<file path="config.mk">
export PLATFORM = sky130hd
export DESIGN_NAME = sov_cfg
export DESIGN_NICKNAME = d
export VERILOG_FILES = /design/src/rtl/core/sov_pkg.sv /design/src/rtl/core/sov_cfg.sv
export SDC_FILE = /design/constraint.sdc
export NUM_CORES = 1
export LEC_CHECK = 0
export ABC_AREA = 1
export BUFFER_PORTS_ARGS = -buffer_cell sky130_fd_sc_hd__buf_2
export CORE_MARGIN = 4
export CORE_UTILIZATION = 50
export DETAILED_ROUTE_END_ITERATION = 12
export MAX_ROUTING_LAYER = met4
export PLACE_DENSITY = 0.79
export SLEW_MARGIN = 20
export SYNTH_ARGS = -nofsm -noshare
export SYNTH_HDL_FRONTEND = slang
export SYNTH_SLANG_ARGS = --single-unit
export TNS_END_PERCENT = 20
</file>
<file path="constraint.sdc">
create_clock -name clk -period 1 [get_ports clk]
set_input_delay 0.2 -clock clk [delete_from_list [all_inputs] [get_ports clk]]
set_output_delay 0.2 -clock clk [all_outputs]
set_load 0.01 [all_outputs]
</file>
<file path="src/rtl/core/sov_pkg.sv">
package sov_pkg;

  localparam int TILE_DEPTH = 16384;
  localparam int TILE_AW    = $clog2(TILE_DEPTH);
  localparam int TILE_TW    = 17;

  localparam logic [1:0] OP_LOAD  = 2'd0;
  localparam logic [1:0] OP_PIXEL = 2'd1;
  localparam logic [1:0] OP_READ  = 2'd2;

  localparam logic [1:0] STAT_OK          = 2'd0;
  localparam logic [1:0] STAT_BAD_REGION  = 2'd1;
  localparam logic [1:0] STAT_BAD_OVERLAY = 2'd2;
  localparam logic [1:0] STAT_BAD_INDEX   = 2'd3;

  localparam logic [2:0] REG_OFFSET_X       = 3'd0;
  localparam logic [2:0] REG_OFFSET_Y       = 3'd1;
  localparam logic [2:0] REG_REGION_WIDTH   = 3'd2;
  localparam logic [2:0] REG_REGION_HEIGHT  = 3'd3;
  localparam logic [2:0] REG_OVERLAY_WIDTH  = 3'd4;
  localparam logic [2:0] REG_OVERLAY_HEIGHT = 3'd5;
  localparam logic [2:0] REG_PIXEL_FORMAT   = 3'd6;
  localparam logic [2:0] REG_PAINT_MODE     = 3'd7;

  localparam logic FMT_RGBA2222 = 1'b0;
  localparam logic FMT_RGBA8888 = 1'b1;
  localparam logic MODE_XOR     = 1'b1;

  localparam logic [7:0] LEVEL_WEIGHT = 8'd85;

  typedef struct packed {
    logic [1:0]  op;
    logic [13:0] pixel_index;
    logic [7:0]  load_red;
    logic [7:0]  load_green;
    logic [7:0]  load_blue;
    logic [31:0] source_pixel;
    logic        first_pixel;
  } item_t;

  typedef struct packed {
    logic [7:0] out_red;
    logic [7:0] out_green;
    logic [7:0] out_blue;
    logic       wrote_pixel;
    logic [1:0] status;
  } result_t;

  typedef struct packed {
    logic signed [12:0] offset_x;
    logic signed [12:0] offset_y;
    logic [7:0]         region_width;
    logic [7:0]         region_height;
    logic [11:0]        overlay_width;
    logic [11:0]        overlay_height;
    logic               pixel_format;
    logic               paint_mode;
  } cfg_t;

  typedef struct packed {
    logic [1:0]  op;
    logic [13:0] pixel_index;
    logic [23:0] load_rgb;
    logic [1:0]  pre_status;
    logic        draw;
    logic [7:0]  dx;
    logic [7:0]  dy;
    logic [5:0]  color;
    logic        xor_en;
  } job_t;

  function automatic logic [5:0] pack222(input logic [23:0] rgb);
    return {rgb[23:22], rgb[15:14], rgb[7:6]};
  endfunction

  function automatic logic [23:0] expand222(input logic [5:0] c);
    logic [7:0] r;
    logic [7:0] g;
    logic [7:0] b;
    r = 8'({6'd0, c[1:0]} * LEVEL_WEIGHT);
    g = 8'({6'd0, c[3:2]} * LEVEL_WEIGHT);
    b = 8'({6'd0, c[5:4]} * LEVEL_WEIGHT);
    return {b, g, r};
  endfunction

endpackage

</file>
<file path="src/rtl/core/sov_cfg.sv">
module sov_cfg (
  input  logic          clk,
  input  logic          rst,
  input  logic          cfg_valid,
  output logic          cfg_ready,
  input  logic [2:0]    cfg_index,
  input  logic [12:0]   cfg_data,
  output sov_pkg::cfg_t cfg
);

  assign cfg_ready = 1'b1;

  always_ff @(posedge clk) begin
    if (rst) begin
      cfg <= '0;
    end else if (cfg_valid && cfg_ready) begin
      unique case (cfg_index)
        sov_pkg::REG_OFFSET_X:       cfg.offset_x       <= $signed(cfg_data);
        sov_pkg::REG_OFFSET_Y:       cfg.offset_y       <= $signed(cfg_data);
        sov_pkg::REG_REGION_WIDTH:   cfg.region_width   <= cfg_data[7:0];
        sov_pkg::REG_REGION_HEIGHT:  cfg.region_height  <= cfg_data[7:0];
        sov_pkg::REG_OVERLAY_WIDTH:  cfg.overlay_width  <= cfg_data[11:0];
        sov_pkg::REG_OVERLAY_HEIGHT: cfg.overlay_height <= cfg_data[11:0];
        sov_pkg::REG_PIXEL_FORMAT:   cfg.pixel_format   <= cfg_data[0];
        sov_pkg::REG_PAINT_MODE:     cfg.paint_mode     <= cfg_data[0];
      endcase
    end
  end

endmodule

</file>
* Word level (Yosys, flattened, before mapping) *
Index checks and enable logic that the tools add are counted.

storage, ports and cells
  logic and storage cells = 24
  register bits = 68

operators by class
  eq/ne operators = 7
  reduce and logical (&&, ||, !) cells = 9

operators by type and width
  operator                                             number
  AND reduction 2 bit                                  8
  equality test 3 bit, second input constant           4
  equality test 3 x 2 -> 1 bit, second input constant  2
  equality test 3 x 1 -> 1 bit, second input constant  1
  logical NOT 3 bit                                    1

* Logic depth before layout (Yosys ltp) *
  depth after elaboration = 2
  mapped depth = 6

* Least setup slack after synthesis *
Ideal clock, no wire load.

  path type = input -> register
  start = in cfg_valid
  end = reg cfg[54] in the netlist's numbering
  slack = 0.081 ns
  arrival time = 0.807 ns
  setup time = 0.113 ns
  cell stages on the path = 6
  cell sequence = inv_1 > nor2_1 > buf_2 > nand3_1 > nand2_1 > nor2_1

between the ends
  cells in the longest elaborated chain, start to end = 1

ends and longest elaborated chain
  element                        line          RTL
  from (decl)                    sov_cfg.sv:4  input logic cfg_valid,
  AND reduction 2 bit (no line)  --
  to (decl)                      sov_cfg.sv:8  output sov_pkg::cfg_t cfg

No other way between the ends.
A chain may end at the register's enable or synchronous reset.

* Worst setup path after layout *
  start = reg cfg[61] in the netlist's numbering
  end = out cfg[61] in the netlist's numbering

No word-level cell between the ends.

==> summary.md <==
| Metric | Value |
|---|---|
| Status | `finished, final reports clean` |
| Setup_tns | `0 ns` |
| PwrDens | `~1400 nW/µm²` |
| Post-Synthesis Cell Area | `2750 µm²` |
| Required @ worst endpoint | `roughly 0.8 ns` |
| Post-route DRC | `0` |
| Row count | `26` |
| CP top delay family | `flip-flops` |
| Met3 GRT Util | `0.0510` |
| Worst path max stage delay | `0.36 ns` |
| Startpoint types | `register` |
| FF+latch count, synth | `about 70` |
| Core Area | `5200 µm²` |
| Busiest grt layer | `met2` |
| Initial Util | `0.529` |
| Worst setup EP type | `output port` |
| Clk pin slew, worst setup/hold paths | `0.07 ns` |
| Setup WS pre-CTS | `-0.0996 ns` |
| Largest regs | `cfg x68` |
| VDD IR max | `889 µV` |
| H-tree levels | `3` |
| P_leak | `between 1.5 and 2 nW` |
| Cell count after placement | `547` |
| Tmin final | `~0.99 ns` |
| TritonCTS buffer count | `9` |
| Met2 Resource Use GR | `0.350` |
| R2r endpoint | `cfg[9]` |
| Worst hold path startpoint | `cfg_data[12]` |
| Hold path cells | `5` |
| Crit share post-route | `0.992` |
| Number of setup buffers added after CTS | `0` |
| Crit Reg-Reg Startpoint | `cfg[9]` |
| Vias per cell | `just under 5` |
| RSZ-0062 raised after global routing | `yes` |
| Reg2reg setup slack | `~0.36 ns` |
| End of the worst hold path | `cfg[54]` |
| Tot Pwr | `5.60 mW` |
| Layout net count | `between 500 and 600` |
| Gr ovfl total | `0` |
| Max-Cap Viols | `0` |
| CP max-delay cell | `dfxtp_2` |
| Die ar. | `between 6000 and 7000 µm²` |
| Setup violators final | `0` |
| Hold Violations, Final | `0` |
| Clock sinks | `68` |
| Port Buf Inserts | `86` |
| Crit path kind | `register to output port` |
| Cells after synthesis | `400` |
| Hpwl dp | `between 5000 and 6000 µm` |
| First-pass GRT wire length | `between 10000 and 15000 µm` |
| Share of cells above drive strength 1 | `0.385` |
| Per-cell routed wire length | `14.1 µm` |
| I/O pins | `88` |
| CTS tree | `yes` |
| Max FFs per register | `slightly below 70` |
| Initial antenna violation count | `0` |
| Final ANT Viol Nets | `0` |
| Vias | `2797` |
| CP Cell Sequence | `buf_6` |
| Bufs and invs on worst path | `1` |
| Number of global-route vias before repair | `2486` |
| Syn-to-layout area delta | `42.7%` |
| Hold Buf Count CTS | `0` |
| Avg Inst Size Synth | `between 6 and 7 µm²` |
| Min setup slack post-route | `about 0.0084 ns` |
| Final Non-Filler Cells | `~560` |
| Max Transition Viols Final | `0` |
| Die Width | `around 82 µm` |
| WL final | `between 7000 and 8000 µm` |
| Antenna cells | `0` |
| Met1 usage | `0.302` |
| Routability cong. | `between 0.7 and 0.8` |
| Sequential-to-total area share from yosys stat | `0.495` |
| Netlist cell types | `14` |
| Mapped Nets | `419` |
| Most flops, register | `cfg` |
| DR pass1 iterations | `4` |
| Root Driver | `clkbuf_8` |
| DRT iter0 DRCs | `around 280` |
| Max FO, Critical Path | `2` |
| Clock buffer depth | `2` |
| FF-to-FF path depth | `2` |
| F_max | `1010 MHz` |
| Hold Crit Class | `input pin to register` |
| Largest net degree at the start of global routing | `between 60 and 70` |
| Crit path DAT | `roughly 0.79 ns` |
| Ys Warns | `0` |
| DIE HEIGHT | `between 80 and 90 µm` |
| Clock skew | `0 ns` |
| All-Layer GR Usage | `0.236` |
| Final core utilization | `0.755` |
| Worst skew pair latency | `0.33 ns` |
-- routing by layer --
metal	routed length (µm)	vias to the layer above
met5	0	-
met1	3140	1247
met2	3960	117
li1	-	1414
met4	180	0
met3	668	19
-- layout by cell type, fill, tap and decap left out, drive strengths merged --
master,count
nor2,146
buf,99
nand2,75
dfxtp,68
nand3,67
inv,20
clkbuf,14
clkinv,2
a21oi,1
conb,1
-- logic make-up (layout without fill, tap and decap cells) --
kind of cell    count (synthesis)  in the layout  synth area share
flops                          68             68             0.495
compound gates                  1              1           0.00182
simple gates                  288            288             0.433
buf+inv                        42            135            0.0691
other cells                     1              1           0.00136
-- through the flow --
| step | hold slack, ns | cell area [µm²] |
|---|---|---|
| floorplan | 0.422 | 2750 |
| global placement | 0.457 | 3340 |
| detailed placement | 0.468 | 3340 |
| CTS | 0.223 | 3570 |
| global route | 0.278 | 3930 |
| finish | 0.250 | 3930 |
-- worst reg2reg max path: stages (launching register included) --
cell and delay (ns):
dfxtp_2 0.33, nor2_1 0.14, nor2_1 0.07
-- synth_stat cells --
library cell  number  area (µm²)
nor2_4             2        22.5
nor2_2             5        31.3
dfxtp_1           68        1360
clkbuf_1           2        7.51
inv_1             16        60.1
nand2_1           75         282
buf_1              4        15.0
a21oi_1            1        5.00
inv_2              4        15.0
buf_4              5        37.5
nor2_1           139         522
buf_2             11        55.1
conb_1             1        3.75
nand3_1           67         335
-- layout make-up --
type                       count  area [µm²]
sequential                    68        1450
fill                         390        1280
multi-input combinational    290        1200
timing repair buffer          99         953
clock buffer                  14         153
tap                           70        87.6
inverter                      20        75.1
clock inverter                 2        10.0
-- worst max path at each step --
stage                     slack [ns]  depth (start not counted)      end    startpoint
after global placement         -0.06                          7  cfg[32]  cfg_index[2]
after CTS                     0.0002                          1  cfg[24]       cfg[24]
after floorplan                 0.08                          6  cfg[54]     cfg_valid
after global routing           -0.02                          1  cfg[61]       cfg[61]
after detailed placement        -0.1                          7  cfg[30]  cfg_index[2]
final                          0.008                          1  cfg[61]       cfg[61]
-- timing repair --
item                                    4_1_cts  5_1_grt
endpoints found under the setup margin       40       66
gates cloned                                  0        0
gates resized for setup                      42       79
hold endpoints to repair                      0        0
-- power by group --
part / internal [mW] / total [mW] / leakage (nW) / switching, mW
clock network: 0.965 / 1.92 / 0.0844 / 0.951
logic: 0.348 / 0.798 / 1.17 / 0.450
registers: 2.82 / 2.89 / 0.584 / 0.0668
Power figures use the tool's default switching activity.
