[src/rtl/core/sov_pkg.sv]
package sov_pkg;

  localparam int TILE_DEPTH = 16384;
  localparam int TILE_AW    = $clog2(TILE_DEPTH);
  localparam int TILE_TW    = 17;

  localparam logic [1:0] OP_LOAD  = 2'd0;
  localparam logic [1:0] OP_PIXEL = 2'd1;
  localparam logic [1:0] OP_READ  = 2'd2;

  localparam logic [1:0] STAT_OK          = 2'd0;
  localparam logic [1:0] STAT_BAD_REGION  = 2'd1;
  localparam logic [1:0] STAT_BAD_OVERLAY = 2'd2;
  localparam logic [1:0] STAT_BAD_INDEX   = 2'd3;

  localparam logic [2:0] REG_OFFSET_X       = 3'd0;
  localparam logic [2:0] REG_OFFSET_Y       = 3'd1;
  localparam logic [2:0] REG_REGION_WIDTH   = 3'd2;
  localparam logic [2:0] REG_REGION_HEIGHT  = 3'd3;
  localparam logic [2:0] REG_OVERLAY_WIDTH  = 3'd4;
  localparam logic [2:0] REG_OVERLAY_HEIGHT = 3'd5;
  localparam logic [2:0] REG_PIXEL_FORMAT   = 3'd6;
  localparam logic [2:0] REG_PAINT_MODE     = 3'd7;

  localparam logic FMT_RGBA2222 = 1'b0;
  localparam logic FMT_RGBA8888 = 1'b1;
  localparam logic MODE_XOR     = 1'b1;

  localparam logic [7:0] LEVEL_WEIGHT = 8'd85;

  typedef struct packed {
    logic [1:0]  op;
    logic [13:0] pixel_index;
    logic [7:0]  load_red;
    logic [7:0]  load_green;
    logic [7:0]  load_blue;
    logic [31:0] source_pixel;
    logic        first_pixel;
  } item_t;

  typedef struct packed {
    logic [7:0] out_red;
    logic [7:0] out_green;
    logic [7:0] out_blue;
    logic       wrote_pixel;
    logic [1:0] status;
  } result_t;

  typedef struct packed {
    logic signed [12:0] offset_x;
    logic signed [12:0] offset_y;
    logic [7:0]         region_width;
    logic [7:0]         region_height;
    logic [11:0]        overlay_width;
    logic [11:0]        overlay_height;
    logic               pixel_format;
    logic               paint_mode;
  } cfg_t;

  typedef struct packed {
    logic [1:0]  op;
    logic [13:0] pixel_index;
    logic [23:0] load_rgb;
    logic [1:0]  pre_status;
    logic        draw;
    logic [7:0]  dx;
    logic [7:0]  dy;
    logic [5:0]  color;
    logic        xor_en;
  } job_t;

  function automatic logic [5:0] pack222(input logic [23:0] rgb);
    return {rgb[23:22], rgb[15:14], rgb[7:6]};
  endfunction

  function automatic logic [23:0] expand222(input logic [5:0] c);
    logic [7:0] r;
    logic [7:0] g;
    logic [7:0] b;
    r = 8'({6'd0, c[1:0]} * LEVEL_WEIGHT);
    g = 8'({6'd0, c[3:2]} * LEVEL_WEIGHT);
    b = 8'({6'd0, c[5:4]} * LEVEL_WEIGHT);
    return {b, g, r};
  endfunction

endpackage

[src/rtl/core/sov_raster.sv]
module sov_raster (
  input  logic           clk,
  input  logic           rst,
  input  logic           take,
  input  sov_pkg::item_t item,
  input  sov_pkg::cfg_t  cfg,
  output sov_pkg::job_t  job
);

  logic [11:0]        col;
  logic [11:0]        row;
  logic [11:0]        col_next;
  logic [11:0]        row_next;
  logic [11:0]        col_eff;
  logic [11:0]        row_eff;
  logic [12:0]        col_inc;
  logic               reg_bad;
  logic               ovl_bad;
  logic               row_in;
  logic signed [13:0] dx;
  logic signed [13:0] dy;
  logic               in_x;
  logic               in_y;
  logic               visible;
  logic [5:0]         color;
  logic               opaque;
  logic [1:0]         pre_status;

  always_comb begin
    col_eff = item.first_pixel ? 12'd0 : col;
    row_eff = item.first_pixel ? 12'd0 : row;
    col_inc = {1'b0, col_eff} + 13'd1;
    reg_bad = (cfg.region_width == 8'd0) || (cfg.region_height == 8'd0);
    ovl_bad = (cfg.overlay_width == 12'd0) || (cfg.overlay_height == 12'd0);
    row_in  = row_eff < cfg.overlay_height;
    dx      = $signed({cfg.offset_x[12], cfg.offset_x}) + $signed({2'b00, col_eff});
    dy      = $signed({cfg.offset_y[12], cfg.offset_y}) + $signed({2'b00, row_eff});
    in_x    = !dx[13] && (dx[12:0] < {5'd0, cfg.region_width});
    in_y    = !dy[13] && (dy[12:0] < {5'd0, cfg.region_height});
    visible = row_in && (col_eff < cfg.overlay_width) && in_x && in_y;
    if (cfg.pixel_format == sov_pkg::FMT_RGBA8888) begin
      color  = sov_pkg::pack222(item.source_pixel[23:0]);
      opaque = item.source_pixel[31:24] != 8'd0;
    end else begin
      color  = item.source_pixel[5:0];
      opaque = item.source_pixel[7:6] != 2'd0;
    end
    priority if (reg_bad) begin
      pre_status = sov_pkg::STAT_BAD_REGION;
    end else if (ovl_bad) begin
      pre_status = sov_pkg::STAT_BAD_OVERLAY;
    end else begin
      pre_status = sov_pkg::STAT_OK;
    end
    col_next = col_eff;
    row_next = row_eff;
    if (!reg_bad && !ovl_bad && row_in) begin
      if (col_inc >= {1'b0, cfg.overlay_width}) begin
        col_next = '0;
        row_next = row_eff + 12'd1;
      end else begin
        col_next = col_inc[11:0];
      end
    end
  end

  // advance raster position on overlay beats only
  always_ff @(posedge clk) begin
    if (rst) begin
      col <= '0;
      row <= '0;
    end else if (take && item.op == sov_pkg::OP_PIXEL) begin
      col <= col_next;
      row <= row_next;
    end
  end

  always_ff @(posedge clk) begin
    if (take) begin
      job.op          <= item.op;
      job.pixel_index <= item.pixel_index;
      job.load_rgb    <= {item.load_blue, item.load_green, item.load_red};
      job.pre_status  <= pre_status;
      job.draw        <= visible && opaque;
      job.dx          <= dx[7:0];
      job.dy          <= dy[7:0];
      job.color       <= color;
      job.xor_en      <= (cfg.pixel_format == sov_pkg::FMT_RGBA2222) &&
                         (cfg.paint_mode == sov_pkg::MODE_XOR);
    end
  end

endmodule

[config.mk]
export PLATFORM = sky130hd
export DESIGN_NAME = sov_raster
export DESIGN_NICKNAME = d
export VERILOG_FILES = /design/src/rtl/core/sov_pkg.sv /design/src/rtl/core/sov_raster.sv
export SDC_FILE = /design/constraint.sdc
export NUM_CORES = 1
export LEC_CHECK = 0
export BUFFER_PORTS_ARGS = -buffer_cell sky130_fd_sc_hd__buf_2
export CORE_ASPECT_RATIO = 1.75
export CORE_UTILIZATION = 40
export DETAILED_ROUTE_END_ITERATION = 8
export GPL_TIMING_DRIVEN = 0
export PLACE_DENSITY = 0.66
export SLEW_MARGIN = 10
export SYNTH_ARGS = -nofsm -noshare
export SYNTH_HDL_FRONTEND = slang
export SYNTH_SLANG_ARGS = --single-unit
[constraint.sdc]
create_clock -name clk -period 6.3 [get_ports clk]
set_input_delay 0.315 -clock clk [delete_from_list [all_inputs] [get_ports clk]]
set_output_delay 0.315 -clock clk [all_outputs]
set_load 0.03 [all_outputs]
# == Word-level counts from Yosys, hierarchy flattened ==
# Cells that the tools add are included.
# word_totals
input_bits,144
register_bits,90
wordCells,53
out_inout_bits,66
# classes
addsub,4
bitwise,1
n_mux,9
n_reduce_logical,22
order_cmp,5
n_eq_ne,1
# op_table
op,count
$mux 12,6
$add 13x13->14,2
$lt 13x8->1,2
$logic_not 12->1,2
$lt 12x12->1,2
$logic_not 8->1,2
$add 12x1->13 const B,1
$ge 13x12->1,1
$add 12x1->12 const B,1
$logic_and 1x1->1,10
$reduce_bool 8->1,1
$mux 6,1
$logic_not 1->1,4
$eq 2x1->1 const B,1
$logic_or 1x1->1,2
$mux 2,1
$reduce_bool 2->1,1
$mux 1,1
$not 1->1,1

# == Depth between registers and ports, before layout ==
# logic_depth
ltp_word,7
mapped_depth,22
depth_no_buf,18

# == Worst setup path before layout ==
# Ideal clock, no wire load.
# synth_timing
path_type,input-to-reg
start,in item[0] (netlist bit)
end,"reg job[23] (netlist bit), data pin"
required_time_ps,6130
setup_ps,170
slack_ps,1595
arrival_time_ps,4535
stages,21
path_buffers,4
path_cell_list,buf_6 buf_4 clkbuf_1 clkbuf_1 nor2b_1 ha_1 o21ai_0 o221ai_2 maj3_2 maj3_2 a31o_1 xor2_1 ha_1 a22oi_1 o211ai_1 a211o_1 nor4_1 nand4_1 nor4_2 o211ai_1 nor4_2
# synth_via
elab_chain_cells,7
word_cells_on_any_way,16
classes_between,add/sub: 2; order compare: 4; mux: 2; reduce/logical: 8
# synth_rtl
item,line,text
"start, declared",sov_raster.sv:5,"input sov_pkg::item_t item,"
$mux 12,sov_raster.sv:30,col_eff = item.first_pixel ? 12'd0 : col;
$add 13x13->14,sov_raster.sv:36,"dx = $signed({cfg.offset_x[12], cfg.offset_x}) + $signed({2'b00, col_eff});"
named net dx[7],sov_raster.sv:20,logic signed [13:0] dx;
$lt 13x8->1,sov_raster.sv:38,"in_x = !dx[13] && (dx[12:0] < {5'd0, cfg.region_width});"
$logic_and 1x1->1,sov_raster.sv:38,
$logic_and 1x1->1 (2 in series),sov_raster.sv:40,visible = row_in && (col_eff < cfg.overlay_width) && in_x && in_y;
$logic_and 1x1->1,sov_raster.sv:84,job.draw <= visible && opaque;
"end, declared",sov_raster.sv:7,output sov_pkg::job_t job
# The timed path passes the listed nets, and every way through them passes these cells.
# A chain may end at the register's enable or synchronous reset.

# == Final worst setup path ==
# Ends and elaborated chain as after synthesis.

==> flow_summary.ini <==
[timing]
hold_viol = 0
fin_crit_ns = 5.58
setup_viol = 0
final.setup.tns_ns = 0
worstMarginPinSlew_ns = 0.862
clock_skew_ns = 0.00865
drv_slew = 0
rsz0062_at_grt = false
slew-limit-headroom_pct = 42.5
max_freq_mhz = 179
fin_ws_ns = 0.720
finalCritPeriodShare_pct = 88.6

[yosys]
ys_types = 67
ys_seq_area_share_pct = 39.6
synthesis.nets = 862
async_flop_share_pct = 0
syn_area_um2 = 6210
synth_edf_count = 66
ys_warn_count = 0
synth_area_leaders = edfxtp_1 32%, ha_1 13%, dfxtp_1 7.7%
synthTopCellsByCount = 67 x ha_1, 66 x edfxtp_1, 57 x nor2_1
synthFlopType = edfxtp_1
avgSynthCellArea_um2 = 9.56
syn_inst = 650
synthMostInstantiatedCell = ha_1
synth_top_area_share_pct = 31.9
yosys.area.top_type = edfxtp_1
ys_ff_latch = 90

[die]
io_pins = 210
start_util_pct = 41.5
die_y_um = 167
die_w_um = 96.2
core.rowCount = 59
dieArea_um2 = 16100
core_um2 = 15000

[detailed_routing]
first_pass_iters = 5
dr.first_iter.drc_count = 255
vias_per_cell = 5.32
wirelength_um = 17400
drc_errors = 0
via_count = 5547
wl_per_cell_um = 16.7
ant_nets = 0

[worst_setup_path]
rrSetupSlack_ns = 1.76
reg2reg_from = row[1]
crit_required_ns = 6.48
worst_path_max_delay_cell = clkbuf_1
crit_chain = buf_2, buf_6, buf_4, clkbuf_1, clkbuf_1, nor2b_1, ha_1, o21ai_0, o221ai_2, maj3_2, maj3_2, a31o_1, xor2_1, ha_1, a22oi_1, o211ai_1, a211o_1, nor4_1, nand4_1, nor4_2, o211ai_1, nor4_2
crit_path_start_kind = input pin
r2r_end = job[23]
crit_fanout = 10
r2r.worst_path.cells = 17
max_stage_delay_ns = 0.46
end_kind = flop
arrival_ns = 5.76
critPathKind = input pin to flop

[clocking]
cts_resized = 0
cts.clk_slew.worst_paths_ns = 0.07
root_buffer = clkbuf_16
cts.path.max_buffers = 2
insertion_delay_ns = 0.35
cts-buffers-inserted = 9
clock_sinks = 90
cts_hold_buf = 0
cts_tree = done
cts_max_level = 3
cts_setup_buffers = 0

[pwr]
powerDensity_nw_per_um2 = 199
leakage_nw = 3.53
peakVddDrop_v = 0.000134
totalPowerFinal_mw = 1.53

[run_status]
status = complete, no violations

[place]
dp_hpwl_um = 14300
dp_slack_ns = 0.347
gp_congestion = 0.920
port_buffers = 195
place_area_um2 = 7420

[cells_and_area]
drive_gt1_share_pct = 28.5
diodes = 0
nNetsFinal = 1068
final_area_um2 = 7720
area_growth_pct = 24.2

[global_route]
first_global_vias = 5496
grt_start_max_net_pins = 68
grt_pass1_wl_um = 26900
grt_usage_pct = 22.2
antenna_found_initial = 0
grt-ovfl-total = 0

[hold_path]
hold_end = job[55]
whs_path_depth = 1
hp-class = input pin to flop
min_from = item[62]

[job]
max-cap-violations = 0
sequential cells by signal (all words and copies together) (netlist names):
signal	count
job	66
row	12
col	12
cell type report:
cell class,instances,area [um^2]
Clock buffer,9,225
Timing Repair Buffer,195,978
Inverter,53,199
Fill cell,1489,7270
Buffer,18,90.1
Tap cell,183,229
Clock inverter,6,72.6
Multi-Input combinational cell,489,3460
Sequential cell,90,2460
per-stage QoR:
| step | utilization (%) | hold slack, ns | instances |
|---|---|---|---|
| final | 51.5 | 0.136 | 1043 |
| after global routing | 51.5 | 0.124 | 1043 |
| after CTS | 51.5 | 0.124 | 1043 |
| after detailed placement | 49.5 | 0.463 | 1028 |
| after global placement | 49.5 | 0.450 | 1028 |
| after floorplan | - | 0.394 | 650 |
power by group:
group	total [mW]	internal, mW	switching (mW)
combinational	0.288	0.102	0.186
sequential	0.684	0.675	0.00886
clock	0.561	0.311	0.250
cell usage in the layout, fill, tap and decap left out, types with 6 or more instances in the layout:
master	n
clkbuf_16	9
nor2b_1	33
ha_1	67
a21oi_1	36
a22oi_1	7
nor4_1	12
a21o_1	10
nand4_1	12
xnor2_1	19
nand2_1	49
a221oi_1	10
o21ai_0	18
nand3_1	18
nand2b_1	14
nor2_1	57
dfxtp_1	24
mux2_2	6
nor3_1	16
xor2_1	16
inv_1	52
clkbuf_1	12
edfxtp_1	66
buf_2	197
logic make-up after synthesis:
| group | share of synthesized area (%) |
|---|---|
| compound gates | 13.8 |
| xor+xnor | 4.93 |
| fa+ha+maj | 14.7 |
| buf+inv | 4.65 |
| flops | 39.6 |
| mux | 1.89 |
| simple gates | 20.4 |
critical path, delay by kind of cell:
family                   cells  cell delay (ns)
AO/OA/AOI/OAI                7             1.39
XOR/XNOR                     1             0.17
adder cells (fa/ha/maj)      4             1.29
buffers and inverters        5             1.46
AND/OR/NAND/NOR              5             1.13
layer usage:
metal / global-route usage, % / up-vias / routed length, um
li1: - / 2778 / -
met1: 23.0 / 2560 / 6340
met2: 41.9 / 175 / 9580
met3: 3.97 / 34 / 952
met4: 9.15 / 0 / 549
met5: 0 / - / 0
worst max-delay path by stage:
stage | startpoint | cells after the start | end | slack [ns]
final | item[0] | 22 | job[23] | 0.72
after global routing | item[0] | 22 | job[23] | 0.43
after CTS | item[0] | 22 | job[23] | 0.71
after detailed placement | item[0] | 22 | job[23] | 0.35
after global placement | item[0] | 22 | job[23] | 0.35
after floorplan | item[0] | 21 | job[23] | 1.60
Note: power is estimated with default switching activity, not from simulation.
